**src/rtl/ltcw_pkg.sv**
```systemverilog
// shared types, constants and control store for the lcd text cursor writer
// no dependencies
package ltcw_pkg;

    // display geometry
    localparam int COLUMNS = 32;
    localparam int ROWS    = 16;

    // widths
    localparam int COL_W  = $clog2(COLUMNS);
    localparam int ROW_W  = $clog2(ROWS + 1);
    localparam int ADDR_W = 16;
    localparam int VAL_W  = 16;
    localparam int NDIG   = 5;
    localparam int DIG_W  = $clog2(NDIG);
    localparam int BITS_W = $clog2(VAL_W + 1);
    localparam int PC_W   = 5;

    // bytes on the display bus
    localparam logic [7:0] SYM_OFFSET      = 8'h20;
    localparam logic [7:0] DIGIT_MARK      = 8'h10;
    localparam logic [7:0] SYM_MINUS       = 8'h0D;
    localparam logic [7:0] CMD_SET_CURSOR  = 8'h21;
    localparam logic [7:0] CMD_SET_ADDR    = 8'h24;
    localparam logic [7:0] CMD_WRITE_INC   = 8'hC0;
    localparam logic [7:0] CMD_READ_INC    = 8'hC1;

    typedef enum logic [1:0] {
        OP_CHAR    = 2'd0,
        OP_NEWLINE = 2'd1,
        OP_CURSOR  = 2'd2,
        OP_INT     = 2'd3
    } t_op;

    // what a control word puts on the bus
    typedef enum logic [2:0] {
        E_NONE    = 3'd0,
        E_ADDR_LO = 3'd1,
        E_ADDR_HI = 3'd2,
        E_CMD_21  = 3'd3,
        E_CMD_24  = 3'd4,
        E_CMD_C1  = 3'd5,
        E_SYM     = 3'd6,
        E_CMD_C0  = 3'd7
    } t_emit;

    // datapath action of a control word
    typedef enum logic [3:0] {
        A_NONE        = 4'd0,
        A_GOTO_COMMIT = 4'd1,
        A_CNT_DEC     = 4'd2,
        A_TGT_HOME    = 4'd3,
        A_TGT_NEWLINE = 4'd4,
        A_SYM_CHAR    = 4'd5,
        A_SYM_MINUS   = 4'd6,
        A_SYM_DIGIT   = 4'd7,
        A_ADVANCE     = 4'd8,
        A_MAG_LOAD    = 4'd9,
        A_DABBLE      = 4'd10,
        A_DIG_INIT    = 4'd11,
        A_DIG_DEC     = 4'd12
    } t_act;

    // branch condition
    typedef enum logic [2:0] {
        C_NEVER     = 3'd0,
        C_ALWAYS    = 3'd1,
        C_CNT_ZERO  = 3'd2,
        C_CNT_ONE   = 3'd3,
        C_ROW_OK    = 3'd4,
        C_POS       = 3'd5,
        C_BITS_LEFT = 3'd6,
        C_DIG_LEFT  = 3'd7
    } t_cond;

    // branch kind when the condition holds
    typedef enum logic [2:0] {
        D_JUMP      = 3'd0,
        D_CALL_GOTO = 3'd1,
        D_CALL_SYM  = 3'd2,
        D_RET_GOTO  = 3'd3,
        D_RET_SYM   = 3'd4,
        D_END       = 3'd5
    } t_dest;

    typedef struct packed {
        t_emit             emit;
        t_act              act;
        t_cond             cond;
        t_dest             dest;
        logic [PC_W-1:0]   target;
    } t_uword;

    // control store addresses
    // go-to subroutine
    localparam logic [PC_W-1:0] UA_G_LO     = PC_W'(0);
    localparam logic [PC_W-1:0] UA_G_HI     = PC_W'(1);
    localparam logic [PC_W-1:0] UA_G_21     = PC_W'(2);
    localparam logic [PC_W-1:0] UA_G_24     = PC_W'(3);
    localparam logic [PC_W-1:0] UA_G_C1     = PC_W'(4);
    localparam logic [PC_W-1:0] UA_G_LOOP   = PC_W'(5);
    // print symbol subroutine
    localparam logic [PC_W-1:0] UA_P_CHK    = PC_W'(6);
    localparam logic [PC_W-1:0] UA_P_HOME   = PC_W'(7);
    localparam logic [PC_W-1:0] UA_P_SYM    = PC_W'(8);
    localparam logic [PC_W-1:0] UA_P_C0     = PC_W'(9);
    // command entries
    localparam logic [PC_W-1:0] UA_CHAR     = PC_W'(10);
    localparam logic [PC_W-1:0] UA_CHAR_END = PC_W'(11);
    localparam logic [PC_W-1:0] UA_NL       = PC_W'(12);
    localparam logic [PC_W-1:0] UA_NL_END   = PC_W'(13);
    localparam logic [PC_W-1:0] UA_CUR      = PC_W'(14);
    localparam logic [PC_W-1:0] UA_CUR_END  = PC_W'(15);
    localparam logic [PC_W-1:0] UA_I_LOAD   = PC_W'(16);
    localparam logic [PC_W-1:0] UA_I_MINUS  = PC_W'(17);
    localparam logic [PC_W-1:0] UA_I_DAB    = PC_W'(18);
    localparam logic [PC_W-1:0] UA_I_DINIT  = PC_W'(19);
    localparam logic [PC_W-1:0] UA_I_DIG    = PC_W'(20);
    localparam logic [PC_W-1:0] UA_I_NEXT   = PC_W'(21);
    localparam logic [PC_W-1:0] UA_I_END    = PC_W'(22);

    function automatic t_uword mk(input t_emit e, input t_act a, input t_cond c,
                                  input t_dest d, input logic [PC_W-1:0] t);
        t_uword w;
        w.emit   = e;
        w.act    = a;
        w.cond   = c;
        w.dest   = d;
        w.target = t;
        return w;
    endfunction

    // microprogram: false condition falls through to the next word
    function automatic t_uword ucode(input logic [PC_W-1:0] pc);
        t_uword w;
        case (pc)
            UA_G_LO:     w = mk(E_ADDR_LO, A_GOTO_COMMIT, C_NEVER, D_JUMP, UA_G_LO);
            UA_G_HI:     w = mk(E_ADDR_HI, A_NONE, C_NEVER, D_JUMP, UA_G_LO);
            UA_G_21:     w = mk(E_CMD_21, A_NONE, C_NEVER, D_JUMP, UA_G_LO);
            UA_G_24:     w = mk(E_CMD_24, A_NONE, C_CNT_ZERO, D_RET_GOTO, UA_G_LO);
            UA_G_C1:     w = mk(E_CMD_C1, A_CNT_DEC, C_CNT_ONE, D_RET_GOTO, UA_G_LO);
            UA_G_LOOP:   w = mk(E_NONE, A_NONE, C_ALWAYS, D_JUMP, UA_G_C1);
            UA_P_CHK:    w = mk(E_NONE, A_NONE, C_ROW_OK, D_JUMP, UA_P_SYM);
            UA_P_HOME:   w = mk(E_NONE, A_TGT_HOME, C_ALWAYS, D_CALL_GOTO, UA_G_LO);
            UA_P_SYM:    w = mk(E_SYM, A_NONE, C_NEVER, D_JUMP, UA_G_LO);
            UA_P_C0:     w = mk(E_CMD_C0, A_ADVANCE, C_ALWAYS, D_RET_SYM, UA_G_LO);
            UA_CHAR:     w = mk(E_NONE, A_SYM_CHAR, C_ALWAYS, D_CALL_SYM, UA_P_CHK);
            UA_CHAR_END: w = mk(E_NONE, A_NONE, C_ALWAYS, D_END, UA_G_LO);
            UA_NL:       w = mk(E_NONE, A_TGT_NEWLINE, C_ALWAYS, D_CALL_GOTO, UA_G_LO);
            UA_NL_END:   w = mk(E_NONE, A_NONE, C_ALWAYS, D_END, UA_G_LO);
            UA_CUR:      w = mk(E_NONE, A_NONE, C_ALWAYS, D_CALL_GOTO, UA_G_LO);
            UA_CUR_END:  w = mk(E_NONE, A_NONE, C_ALWAYS, D_END, UA_G_LO);
            UA_I_LOAD:   w = mk(E_NONE, A_MAG_LOAD, C_POS, D_JUMP, UA_I_DAB);
            UA_I_MINUS:  w = mk(E_NONE, A_SYM_MINUS, C_ALWAYS, D_CALL_SYM, UA_P_CHK);
            UA_I_DAB:    w = mk(E_NONE, A_DABBLE, C_BITS_LEFT, D_JUMP, UA_I_DAB);
            UA_I_DINIT:  w = mk(E_NONE, A_DIG_INIT, C_NEVER, D_JUMP, UA_G_LO);
            UA_I_DIG:    w = mk(E_NONE, A_SYM_DIGIT, C_ALWAYS, D_CALL_SYM, UA_P_CHK);
            UA_I_NEXT:   w = mk(E_NONE, A_DIG_DEC, C_DIG_LEFT, D_JUMP, UA_I_DIG);
            UA_I_END:    w = mk(E_NONE, A_NONE, C_ALWAYS, D_END, UA_G_LO);
            default:     w = mk(E_NONE, A_NONE, C_ALWAYS, D_END, UA_G_LO);
        endcase
        return w;
    endfunction

    // first control word for each command
    function automatic logic [PC_W-1:0] entry_of(input t_op op);
        logic [PC_W-1:0] a;
        case (op)
            OP_CHAR:    a = UA_CHAR;
            OP_NEWLINE: a = UA_NL;
            OP_CURSOR:  a = UA_CUR;
            OP_INT:     a = UA_I_LOAD;
            default:    a = UA_CHAR;
        endcase
        return a;
    endfunction

endpackage

```
**src/rtl/lcd_text_cursor_writer.sv**
```systemverilog
// Steps one control word per cycle, except while a bus write is held by an output stall;
//   a new command is taken the cycle after the last word. Depends on ltcw_pkg.
//   A printed symbol first homes the cursor when the row is past the last display row.
// Reset is synchronous, active low: sequencer idle, output empty, cursor at column 0, row 0.
module lcd_text_cursor_writer (
    input  logic                        i_clk,
    input  logic                        i_rst_n,
    input  logic                        i_in_valid,
    output logic                        o_in_stall,
    input  logic [1:0]                  i_op,
    input  logic signed [15:0]          i_value,
    input  logic [4:0]                  i_col_in,
    input  logic [3:0]                  i_row_in,
    output logic                        o_out_valid,
    input  logic                        i_out_stall,
    output logic                        o_is_command,
    output logic [7:0]                  o_bus_byte,
    output logic                        o_last
);
    import ltcw_pkg::*;

    // sequencer state
    logic                  r_busy, n_busy;
    logic [PC_W-1:0]       r_pc, n_pc;
    logic [PC_W-1:0]       r_ret_goto, n_ret_goto;
    logic [PC_W-1:0]       r_ret_sym, n_ret_sym;
    logic                  r_goto_fin, n_goto_fin;

    // datapath
    logic [VAL_W-1:0]      r_value, n_value;
    logic [COL_W-1:0]      r_col, n_col;
    logic [ROW_W-1:0]      r_row, n_row;
    logic [COL_W-1:0]      r_tgt_col, n_tgt_col;
    logic [ROW_W-1:0]      r_tgt_row, n_tgt_row;
    logic [COL_W-1:0]      r_cnt, n_cnt;
    logic [7:0]            r_sym, n_sym;
    logic                  r_sym_fin, n_sym_fin;
    logic [VAL_W-1:0]      r_mag, n_mag;
    logic [NDIG-1:0][3:0]  r_bcd, n_bcd;
    logic [BITS_W-1:0]     r_bits, n_bits;
    logic [DIG_W-1:0]      r_dig, n_dig;

    // output register
    logic                  r_out_valid, n_out_valid;
    logic                  r_is_cmd, n_is_cmd;
    logic [7:0]            r_byte, n_byte;
    logic                  r_last, n_last;

    t_uword                uw;
    logic                  slot_free;
    logic                  step;
    logic                  cond_hit;
    logic [ADDR_W-1:0]     addr;
    logic [NDIG-1:0][3:0]  bcd_adj;
    logic                  emit_cmd;
    logic [7:0]            emit_byte;
    logic                  emit_last;

    assign uw        = ucode(r_pc);
    assign slot_free = !r_out_valid || !i_out_stall;
    assign step      = r_busy && ((uw.emit == E_NONE) || slot_free);
    assign addr      = ADDR_W'(r_tgt_row) * ADDR_W'(COLUMNS);

    assign o_in_stall   = r_busy;
    assign o_out_valid  = r_out_valid;
    assign o_is_command = r_is_cmd;
    assign o_bus_byte   = r_byte;
    assign o_last       = r_last;

    // branch condition
    always_comb begin
        case (uw.cond)
            C_NEVER:     cond_hit = 1'b0;
            C_ALWAYS:    cond_hit = 1'b1;
            C_CNT_ZERO:  cond_hit = (r_cnt == '0);
            C_CNT_ONE:   cond_hit = (r_cnt == COL_W'(1));
            C_ROW_OK:    cond_hit = (r_row < ROW_W'(ROWS));
            C_POS:       cond_hit = !r_value[VAL_W-1];
            C_BITS_LEFT: cond_hit = (r_bits != BITS_W'(1));
            C_DIG_LEFT:  cond_hit = (r_dig != '0);
            default:     cond_hit = 1'b0;
        endcase
    end

    // bus write selected by the control word
    always_comb begin
        emit_cmd  = 1'b0;
        emit_byte = 8'h00;
        emit_last = 1'b0;
        case (uw.emit)
            E_ADDR_LO: emit_byte = addr[7:0];
            E_ADDR_HI: emit_byte = addr[15:8];
            E_CMD_21: begin
                emit_cmd  = 1'b1;
                emit_byte = CMD_SET_CURSOR;
            end
            E_CMD_24: begin
                emit_cmd  = 1'b1;
                emit_byte = CMD_SET_ADDR;
                emit_last = r_goto_fin && (r_cnt == '0);
            end
            E_CMD_C1: begin
                emit_cmd  = 1'b1;
                emit_byte = CMD_READ_INC;
                emit_last = r_goto_fin && (r_cnt == COL_W'(1));
            end
            E_SYM:     emit_byte = r_sym;
            E_CMD_C0: begin
                emit_cmd  = 1'b1;
                emit_byte = CMD_WRITE_INC;
                emit_last = r_sym_fin;
            end
            default: begin
                emit_cmd  = 1'b0;
                emit_byte = 8'h00;
                emit_last = 1'b0;
            end
        endcase
    end

    // add-3 adjust ahead of the conversion shift
    always_comb begin
        for (int i = 0; i < NDIG; i++) begin
            bcd_adj[i] = (r_bcd[i] >= 4'd5) ? (r_bcd[i] + 4'd3) : r_bcd[i];
        end
    end

    // next state
    always_comb begin
        n_busy      = r_busy;
        n_pc        = r_pc;
        n_ret_goto  = r_ret_goto;
        n_ret_sym   = r_ret_sym;
        n_goto_fin  = r_goto_fin;
        n_value     = r_value;
        n_col       = r_col;
        n_row       = r_row;
        n_tgt_col   = r_tgt_col;
        n_tgt_row   = r_tgt_row;
        n_cnt       = r_cnt;
        n_sym       = r_sym;
        n_sym_fin   = r_sym_fin;
        n_mag       = r_mag;
        n_bcd       = r_bcd;
        n_bits      = r_bits;
        n_dig       = r_dig;
        n_out_valid = r_out_valid && i_out_stall;
        n_is_cmd    = r_is_cmd;
        n_byte      = r_byte;
        n_last      = r_last;

        // input transfer: latch operands and enter the program
        if (!r_busy && i_in_valid) begin
            n_busy     = 1'b1;
            n_pc       = entry_of(t_op'(i_op));
            n_value    = i_value;
            n_goto_fin = (t_op'(i_op) == OP_NEWLINE) || (t_op'(i_op) == OP_CURSOR);
            if (32'(i_col_in) > COLUMNS - 1) begin
                n_tgt_col = COL_W'(COLUMNS - 1);
            end else begin
                n_tgt_col = COL_W'(i_col_in);
            end
            if (32'(i_row_in) > ROWS) begin
                n_tgt_row = ROW_W'(ROWS);
            end else begin
                n_tgt_row = ROW_W'(i_row_in);
            end
        end

        if (step) begin
            // bus write
            if (uw.emit != E_NONE) begin
                n_out_valid = 1'b1;
                n_is_cmd    = emit_cmd;
                n_byte      = emit_byte;
                n_last      = emit_last;
            end

            // datapath action
            case (uw.act)
                A_GOTO_COMMIT: begin
                    n_col = r_tgt_col;
                    n_row = r_tgt_row;
                    n_cnt = r_tgt_col;
                end
                A_CNT_DEC:     n_cnt = r_cnt - COL_W'(1);
                A_TGT_HOME: begin
                    n_tgt_col = '0;
                    n_tgt_row = '0;
                end
                A_TGT_NEWLINE: begin
                    n_tgt_col = '0;
                    n_tgt_row = (r_row < ROW_W'(ROWS)) ? (r_row + ROW_W'(1)) : r_row;
                end
                A_SYM_CHAR: begin
                    n_sym     = r_value[7:0] - SYM_OFFSET;
                    n_sym_fin = 1'b1;
                end
                A_SYM_MINUS: begin
                    n_sym     = SYM_MINUS;
                    n_sym_fin = 1'b0;
                end
                A_SYM_DIGIT: begin
                    n_sym     = {4'h0, r_bcd[r_dig]} | DIGIT_MARK;
                    n_sym_fin = (r_dig == '0);
                end
                A_ADVANCE: begin
                    if (r_col == COL_W'(COLUMNS - 1)) begin
                        n_col = '0;
                        if (r_row < ROW_W'(ROWS)) begin
                            n_row = r_row + ROW_W'(1);
                        end
                    end else begin
                        n_col = r_col + COL_W'(1);
                    end
                end
                A_MAG_LOAD: begin
                    n_mag  = r_value[VAL_W-1] ? (~r_value + VAL_W'(1)) : r_value;
                    n_bcd  = '0;
                    n_bits = BITS_W'(VAL_W);
                end
                A_DABBLE: begin
                    n_bcd  = (NDIG*4)'({bcd_adj, r_mag[VAL_W-1]});
                    n_mag  = {r_mag[VAL_W-2:0], 1'b0};
                    n_bits = r_bits - BITS_W'(1);
                end
                A_DIG_INIT: begin
                    n_dig = '0;
                    for (int i = 1; i < NDIG; i++) begin
                        if (r_bcd[i] != 4'h0) begin
                            n_dig = DIG_W'(i);
                        end
                    end
                end
                A_DIG_DEC:     n_dig = r_dig - DIG_W'(1);
                default:       n_cnt = r_cnt;
            endcase

            // sequencing
            if (cond_hit) begin
                case (uw.dest)
                    D_JUMP:      n_pc = uw.target;
                    D_CALL_GOTO: begin
                        n_ret_goto = r_pc + PC_W'(1);
                        n_pc       = uw.target;
                    end
                    D_CALL_SYM: begin
                        n_ret_sym = r_pc + PC_W'(1);
                        n_pc      = uw.target;
                    end
                    D_RET_GOTO:  n_pc = r_ret_goto;
                    D_RET_SYM:   n_pc = r_ret_sym;
                    D_END:       n_busy = 1'b0;
                    default:     n_busy = 1'b0;
                endcase
            end else begin
                n_pc = r_pc + PC_W'(1);
            end
        end
    end

    // control registers
    always_ff @(posedge i_clk) begin
        if (!i_rst_n) begin
            r_busy      <= 1'b0;
            r_pc        <= UA_G_LO;
            r_out_valid <= 1'b0;
            r_col       <= '0;
            r_row       <= '0;
        end else begin
            r_busy      <= n_busy;
            r_pc        <= n_pc;
            r_out_valid <= n_out_valid;
            r_col       <= n_col;
            r_row       <= n_row;
        end
    end

    // payload registers
    always_ff @(posedge i_clk) begin
        r_ret_goto <= n_ret_goto;
        r_ret_sym  <= n_ret_sym;
        r_goto_fin <= n_goto_fin;
        r_value    <= n_value;
        r_tgt_col  <= n_tgt_col;
        r_tgt_row  <= n_tgt_row;
        r_cnt      <= n_cnt;
        r_sym      <= n_sym;
        r_sym_fin  <= n_sym_fin;
        r_mag      <= n_mag;
        r_bcd      <= n_bcd;
        r_bits     <= n_bits;
        r_dig      <= n_dig;
        r_is_cmd   <= n_is_cmd;
        r_byte     <= n_byte;
        r_last     <= n_last;
    end

endmodule

```
**config.mk**
```make
export PLATFORM = sky130hd
export DESIGN_NAME = lcd_text_cursor_writer
export DESIGN_NICKNAME = d
export VERILOG_FILES = /design/src/rtl/ltcw_pkg.sv /design/src/rtl/lcd_text_cursor_writer.sv
export SDC_FILE = /design/constraint.sdc
export NUM_CORES = 1
export LEC_CHECK = 0
export ABC_CLOCK_PERIOD_IN_PS = 4800
export BUFFER_PORTS_ARGS = -buffer_cell sky130_fd_sc_hd__clkbuf_2
export CORE_MARGIN = 2
export CORE_UTILIZATION = 40
export DETAILED_ROUTE_END_ITERATION = 6
export PLACE_DENSITY = 0.58
export SLEW_MARGIN = 30
export SYNTH_ARGS = -nofsm -noshare
export SYNTH_HDL_FRONTEND = slang
export SYNTH_SLANG_ARGS = --single-unit
export TNS_END_PERCENT = 20
```
**constraint.sdc**
```tcl
create_clock -name i_clk -period 4.8 [get_ports i_clk]
set_clock_uncertainty 0.2 [all_clocks]
set_input_delay 0.96 -clock i_clk [delete_from_list [all_inputs] [get_ports i_clk]]
set_output_delay 0.96 -clock i_clk [all_outputs]
set_load 0.005 [all_outputs]
```
Word-level counts from Yosys, hierarchy flattened:

Memories as Yosys holds them, arrays and structs flattened. A register that Yosys moved wholly into a read port is not among the register bits.
Index checks and enable logic that the tools add are counted.
W data, S select, Z words.

* memory bits (read-only): 544
* memories: 1
* register bits: 122
* logic and storage cells: 172
* input bits: 31

* equality and inequality tests: 37
* bitwise logic cells: 1
* magnitude comparators: 7
* multiplexer cells: 46
* add/sub/neg operators: 13
* reductions and logical operators: 42

Memories
* (name not given): depth 32, bits a word 17, read ports 1, clocked after Yosys merged registers in 1, wr ports 0, line ltcw_pkg.sv:136 `case (pc)`

Operator list (number)
* $mux W5: 12
* $pmux W8 S7: 1
* $pmux W5 S2: 5
* $pmux W20 S2: 1
* $pmux W16 S2: 1
* $eq A3 B3 Y1 const B: 9
* $pmux W8 S3: 1
* $eq A4 B4 Y1 const B: 5
* $ge A4 B3 Y1 const B: 5
* $mux W4: 5
* $pmux W5 S4: 1
* $eq A3 B2 Y1 const B: 6
* $add A16 B1 Y16 const B: 1
* $add A4 B2 Y4 const B: 4
* $eq A4 B3 Y1 const B: 4
* $mux W16: 1
* $not A16 Y16: 1
* $reduce_bool A4 Y1: 4
* $add A5 B1 Y5 const B: 3
* $pmux W5 S3: 1
* $bmux W4 S3: 1
* $logic_not A3 Y1: 4
* $mux W3: 4
* $reduce_and A2 Y1: 6
* other kinds (31): 60

Logic depth before layout (Yosys ltp):

* depth after elaboration: 7
* gate-level depth with buffers: 16
* depth with buffers taken out: 14

Least setup slack after synthesis:

OpenSTA, ideal clock, no wires.

* path kind: input port to flip-flop
* start point: input i_out_stall
* end point: register r_bcd[0] in the netlist's numbering (enable)
* slack: -0.194 ns
* data arrival time: 4.304 ns
* setup time: 0.490 ns
* required time: 4.110 ns
* stages: 4
* cells stage by stage: nand2_1 o21ai_1 clkbuf_1 nor3_1

* longest elaborated chain between the ends: 5

Ends and longest elaborated chain
* start: declaration: line lcd_text_cursor_writer.sv:15 `input logic i_out_stall,`
* $logic_not A1 Y1: line lcd_text_cursor_writer.sv:60 `assign slot_free = !r_out_valid || !i_out_stall;`
* $logic_or A1 B1 Y1: line lcd_text_cursor_writer.sv:60
* $logic_or A1 B1 Y1: line lcd_text_cursor_writer.sv:61 `assign step = r_busy && ((uw.emit == E_NONE) || slot_free);`
* $logic_and A1 B1 Y1: line lcd_text_cursor_writer.sv:61
* $reduce_and A2 Y1 (no source line)
* end signal: assignment: line lcd_text_cursor_writer.sv:291 `r_bcd <= n_bcd;`
* end: declaration: line lcd_text_cursor_writer.sv:39 `logic [NDIG-1:0][3:0] r_bcd, n_bcd;`

No other way between the ends.
A chain may end at the register's enable or synchronous reset.

Final worst setup path:

* start point: register r_dig[0]
* end point: register uw[5] (netlist name)

* longest elaborated chain between the ends: 5

Ends and longest elaborated chain
* start: declaration: line lcd_text_cursor_writer.sv:41 `logic [DIG_W-1:0] r_dig, n_dig;`
* start signal: assignment: line lcd_text_cursor_writer.sv:293 `r_dig <= n_dig;`
* $reduce_bool A3 Y1: line lcd_text_cursor_writer.sv:80 `C_DIG_LEFT: cond_hit = (r_dig != '0);`
* $pmux W1 S8: line lcd_text_cursor_writer.sv:72 `case (uw.cond)`
* $mux W5: line lcd_text_cursor_writer.sv:240 `if (cond_hit) begin`
* $mux W5: line lcd_text_cursor_writer.sv:170 `if (step) begin`
* $mux W5 (no source line)

No other way between the ends.

==> metrics.md <==
| Metric | Value |
|---|---|
| Num rows | `49` |
| Status | `complete, no violations` |
| Post-DP HPWL | `12.1 mm` |
| Clock root buffer | `clkbuf_16` |
| Kind of end point of the critical path | `flop` |
| Number of enable-type register cells in the synthesized netlist | `95` |
| Total of warnings raised by yosys | `0` |
| Netlist area before placement | `roughly 0.0074 sq mm` |
| Number of detailed-route iterations in the first pass | `5` |
| Final TNS setup | `0 ns` |
| Max_cap viols | `0` |
| IR drop worst, VDD | `0.273 mV` |
| Number of H-tree levels | `4` |
| Buffering stage count on the worst path with inverters included | `3` |
| Post-synth top flop | `edfxtp_1` |
| Crit Path Max Fanout | `6` |
| Post-cts hold buffer count | `0` |
| Category of the critical setup timing path | `reg -> reg` |
| Multiplexer share of the synthesized area | `under 10%` |
| Layout cells sized above 1 | `13.0%` |
| Max-slew violation total from the final report | `0` |
| Number of standard cells after synthesis | `between 700 and 800` |
| Leak pwr | `0.00320 uW` |
| Post-DR wirelength/cell | `between 15 and 20 um` |
| Reg2Reg Setup Slack | `1.05 ns` |
| Worst skew pair latency | `0.42 ns` |
| Worst setup slack before clock tree synthesis | `1.06 ns` |
| Total setup buffers inserted after CTS | `0` |
| Clock Pin Slew Worst Setup and Hold Paths | `~0.06 ns` |
| Die height | `roughly 140 um` |
| Wire length of the first global-routing pass | `roughly 28 mm` |
| Avg Vias per Cell | `roughly 5.4` |
| Top-Level Pins | `43` |
| Worst slew pin tran | `0.856 ns` |
| Minimum setup slack in the final design | `1.05 ns` |
| Minimum clock period | `between 3 and 4 ns` |
| Most Crowded Layer GR | `met2` |
| Starting density of the core | `41.1%` |
| Count of distinct cell types in the synthesized netlist | `68` |
| Clock tree from TritonCTS | `done` |
| Required time worst endpoint | `4.95 ns` |
| Net count after synthesis | `804` |
| Slew HR | `42.8%` |
| Vias in the first global route | `5452` |
| Number of antenna violations at the first check in global routing | `0` |
| Core outline area | `~0.018 sq mm` |
| Fin. Hold Viols | `0` |
| Number of DRC markers after the initial detailed-route iteration | `495` |
| Clock net sink count | `between 100 and 150` |
| Maximum number of pins on one net before global-route repair | `32` |
| Gate family responsible for the most delay along the worst path | `compound AO/OA/AOI/OAI gates` |
| Routing usage on met1 | `23.4%` |
| Data arrival time of the critical path | `a little under 4 ns` |
| Share of synthesized area occupied by flip-flops and latches | `roughly half` |
| Async SR Flop Fraction | `0%` |
| Area growth syn-to-layout | `14.6%` |
| Routed vias | `5528` |
| Total grt overflow | `0` |
| Routed Antenna Nets | `0` |
| Cell type of the slowest stage on the worst timing path | `edfxtp_1` |
| Global-route total usage across every layer | `17.7%` |
| Number of gates resized after cts | `0` |
| Number of register bits inferred by synthesis | `139` |
| Final Instance Count excl. Fillers | `1020` |
| Class of the most critical hold timing path | `reg -> reg` |
| Final setup viols | `0` |
| Total placed cells including tap cells | `988` |
| Count of nets after finishing | `approximately 840` |
| Largest family of logic cells by synthesized area | `simple AND/OR/NAND/NOR gates` |
| Xor/xnor cell area share of the yosys netlist | `4.59%` |
| Period utilisation layout | `78.0%` |
| Area of the die | `roughly 0.020 sq mm` |
| Cell chain of the critical path | `inv_1 > ha_1 > nor2b_1 > o221ai_1 > o22ai_1 > o21ai_0 > a32oi_1 > nor2_1 > inv_1 > ha_1 > inv_1 > nor3_1 > mux2_2 > a22oi_1` |
| RSZ-0062 raised after global routing | `false` |
| Final RePlAce weighted congestion | `0.862` |
| Met2 GRT Util | `29.1%` |
| Total design power | `roughly 3300 uW` |
| Worst stage delay on the critical path | `0.51 ns` |
| Inserted Clock Buffers | `17` |
| Maximum clock rate | `267 MHz` |
| Post-place instance area | `~0.008 sq mm` |
| Global Route met3 Usage | `roughly 3.7%` |
| Die W | `approximately 140 um` |
| Synth Area in Adders | `under 10%` |
| Compound-cell area share of the yosys netlist | `13.7%` |
| Cell repeated most along the worst path | `inv_1` |
| Total wirelength of the detailed-routed design | `between 15 and 20 mm` |
| Simple logic cell fraction of the synthesized area | `between 15 and 20%` |
| Per-instance average area after synthesis | `10.1 sq um` |
| PortBufs | `42` |
| Number of remaining DRC errors | `0` |
| Number of antenna cells inserted | `0` |
| Area of all placed cells without fillers | `0.00852 sq mm` |
| Total power density per cell area | `390 mW/mm^2` |
| Startpoint type of the worst setup path | `flop` |
| Max Buffers Root-to-Sink | `2` |
final timing paths:
kind / startpoint / end / depth (start not counted)
max: r_dig[0] / uw[5] / 14
min: r_tgt_col[1] / r_tgt_col[1] / 2
min reg2reg: r_tgt_col[1] / r_tgt_col[1] / 2
max reg2reg: r_dig[0] / uw[5] / 14
final cells by class:
| type | instances | area (sq um) |
|---|---|---|
| Clock inverter | 14 | 176 |
| Tap cell | 229 | 287 |
| Clock buffer | 18 | 429 |
| Timing Repair Buffer | 52 | 293 |
| Inverter | 38 | 143 |
| Fill cell | 1654 | 9560 |
| Multi-Input combinational cell | 530 | 3460 |
| Sequential cell | 139 | 3730 |
worst min-delay path: cells and delay by family, from the launching register on:
family | cells | cell delay (ns)
AO/OA/AOI/OAI | 1 | 0.05
flip-flops | 1 | 0.31
AND/OR/NAND/NOR | 1 | 0.05
layout by cell type (no fill, tap or decap), drive strengths merged, types with 6 or more instances in the layout:
master  synthesis  layout
edfxtp         95      95
nand2          82      82
nor2           77      77
clkbuf         28      60
a21oi          52      52
dfxtp          44      44
o21ai          41      41
inv            37      38
ha             34      34
nor3           23      23
xor2           22      22
mux2i          22      22
xnor2          17      17
nor2b          16      16
nand2b         13      13
o22ai          12      12
a31oi          12      12
buf             4      10
nand3           9       9
and3            8       8
clkinv          1       8
o31ai           6       6
cell families after synthesis:
| logic type | Yosys count |
|---|---|
| and+or+nand+nor | 263 |
| AOI/OAI and AO/OA | 164 |
| DFF | 139 |
| buffers and inverters | 70 |
| xor gates and xnor gates | 39 |
| adders and majority gates | 34 |
| muxes | 30 |
sequential cells by signal, indices dropped and copies added, names as in the netlist, 3 cells and up:
signal / count
r_cnt: 5
r_tgt_row: 5
r_ret_goto: 5
r_bits: 5
r_mag: 16
r_sym: 8
o_bus_byte: 8
r_tgt_col: 5
uw: 17
r_bcd: 20
r_pc: 5
r_ret_sym: 5
r_dig: 3
r_value: 16
r_row: 5
r_col: 5
metrics by stage:
stage               hold slack, ns  utilization [%]
finish                       0.263             47.1
global route                 0.286             47.1
CTS                          0.269             47.0
detailed placement           0.261             43.7
global placement             0.246             43.6
floorplan                    0.236                -
routing by layer:
metal / share of wire (%) / wire (um)
met2: 48 / 8120
met5: 0 / 0
met1: 47 / 7910
met3: 3.6 / 614
met4: 1.2 / 202
power by group:
| group | total [uW] | switching, uW | internal, uW | leakage (uW) |
|---|---|---|---|---|
| combinational | 461 | 261 | 200 | 0.00164 |
| clock | 1370 | 508 | 861 | 0.000288 |
| sequential | 1490 | 113 | 1380 | 0.00127 |
| total | 3320 | 882 | 2440 | 0.00320 |
cells in the mapped netlist, types with 5 or more instances:
library cell,n,area [sq um]
a211o_1,5,43.8
edfxtp_1,95,2850
a21oi_1,51,255
inv_1,35,131
nor3_1,23,115
o31ai_1,5,37.5
o21ai_0,38,190
dfxtp_1,44,881
a31oi_1,12,75.1
nand3_1,8,40.0
mux2i_1,21,210
nand2_1,82,308
nor3b_1,5,37.5
nand2b_1,13,81.3
and3_1,8,50.1
xor2_1,22,193
nor2_1,77,289
nor2b_1,16,100
ha_1,34,425
clkbuf_1,28,105
nand3b_1,5,37.5
o22ai_1,12,75.1
xnor2_1,17,149
(Power assumes the default switching activity.)
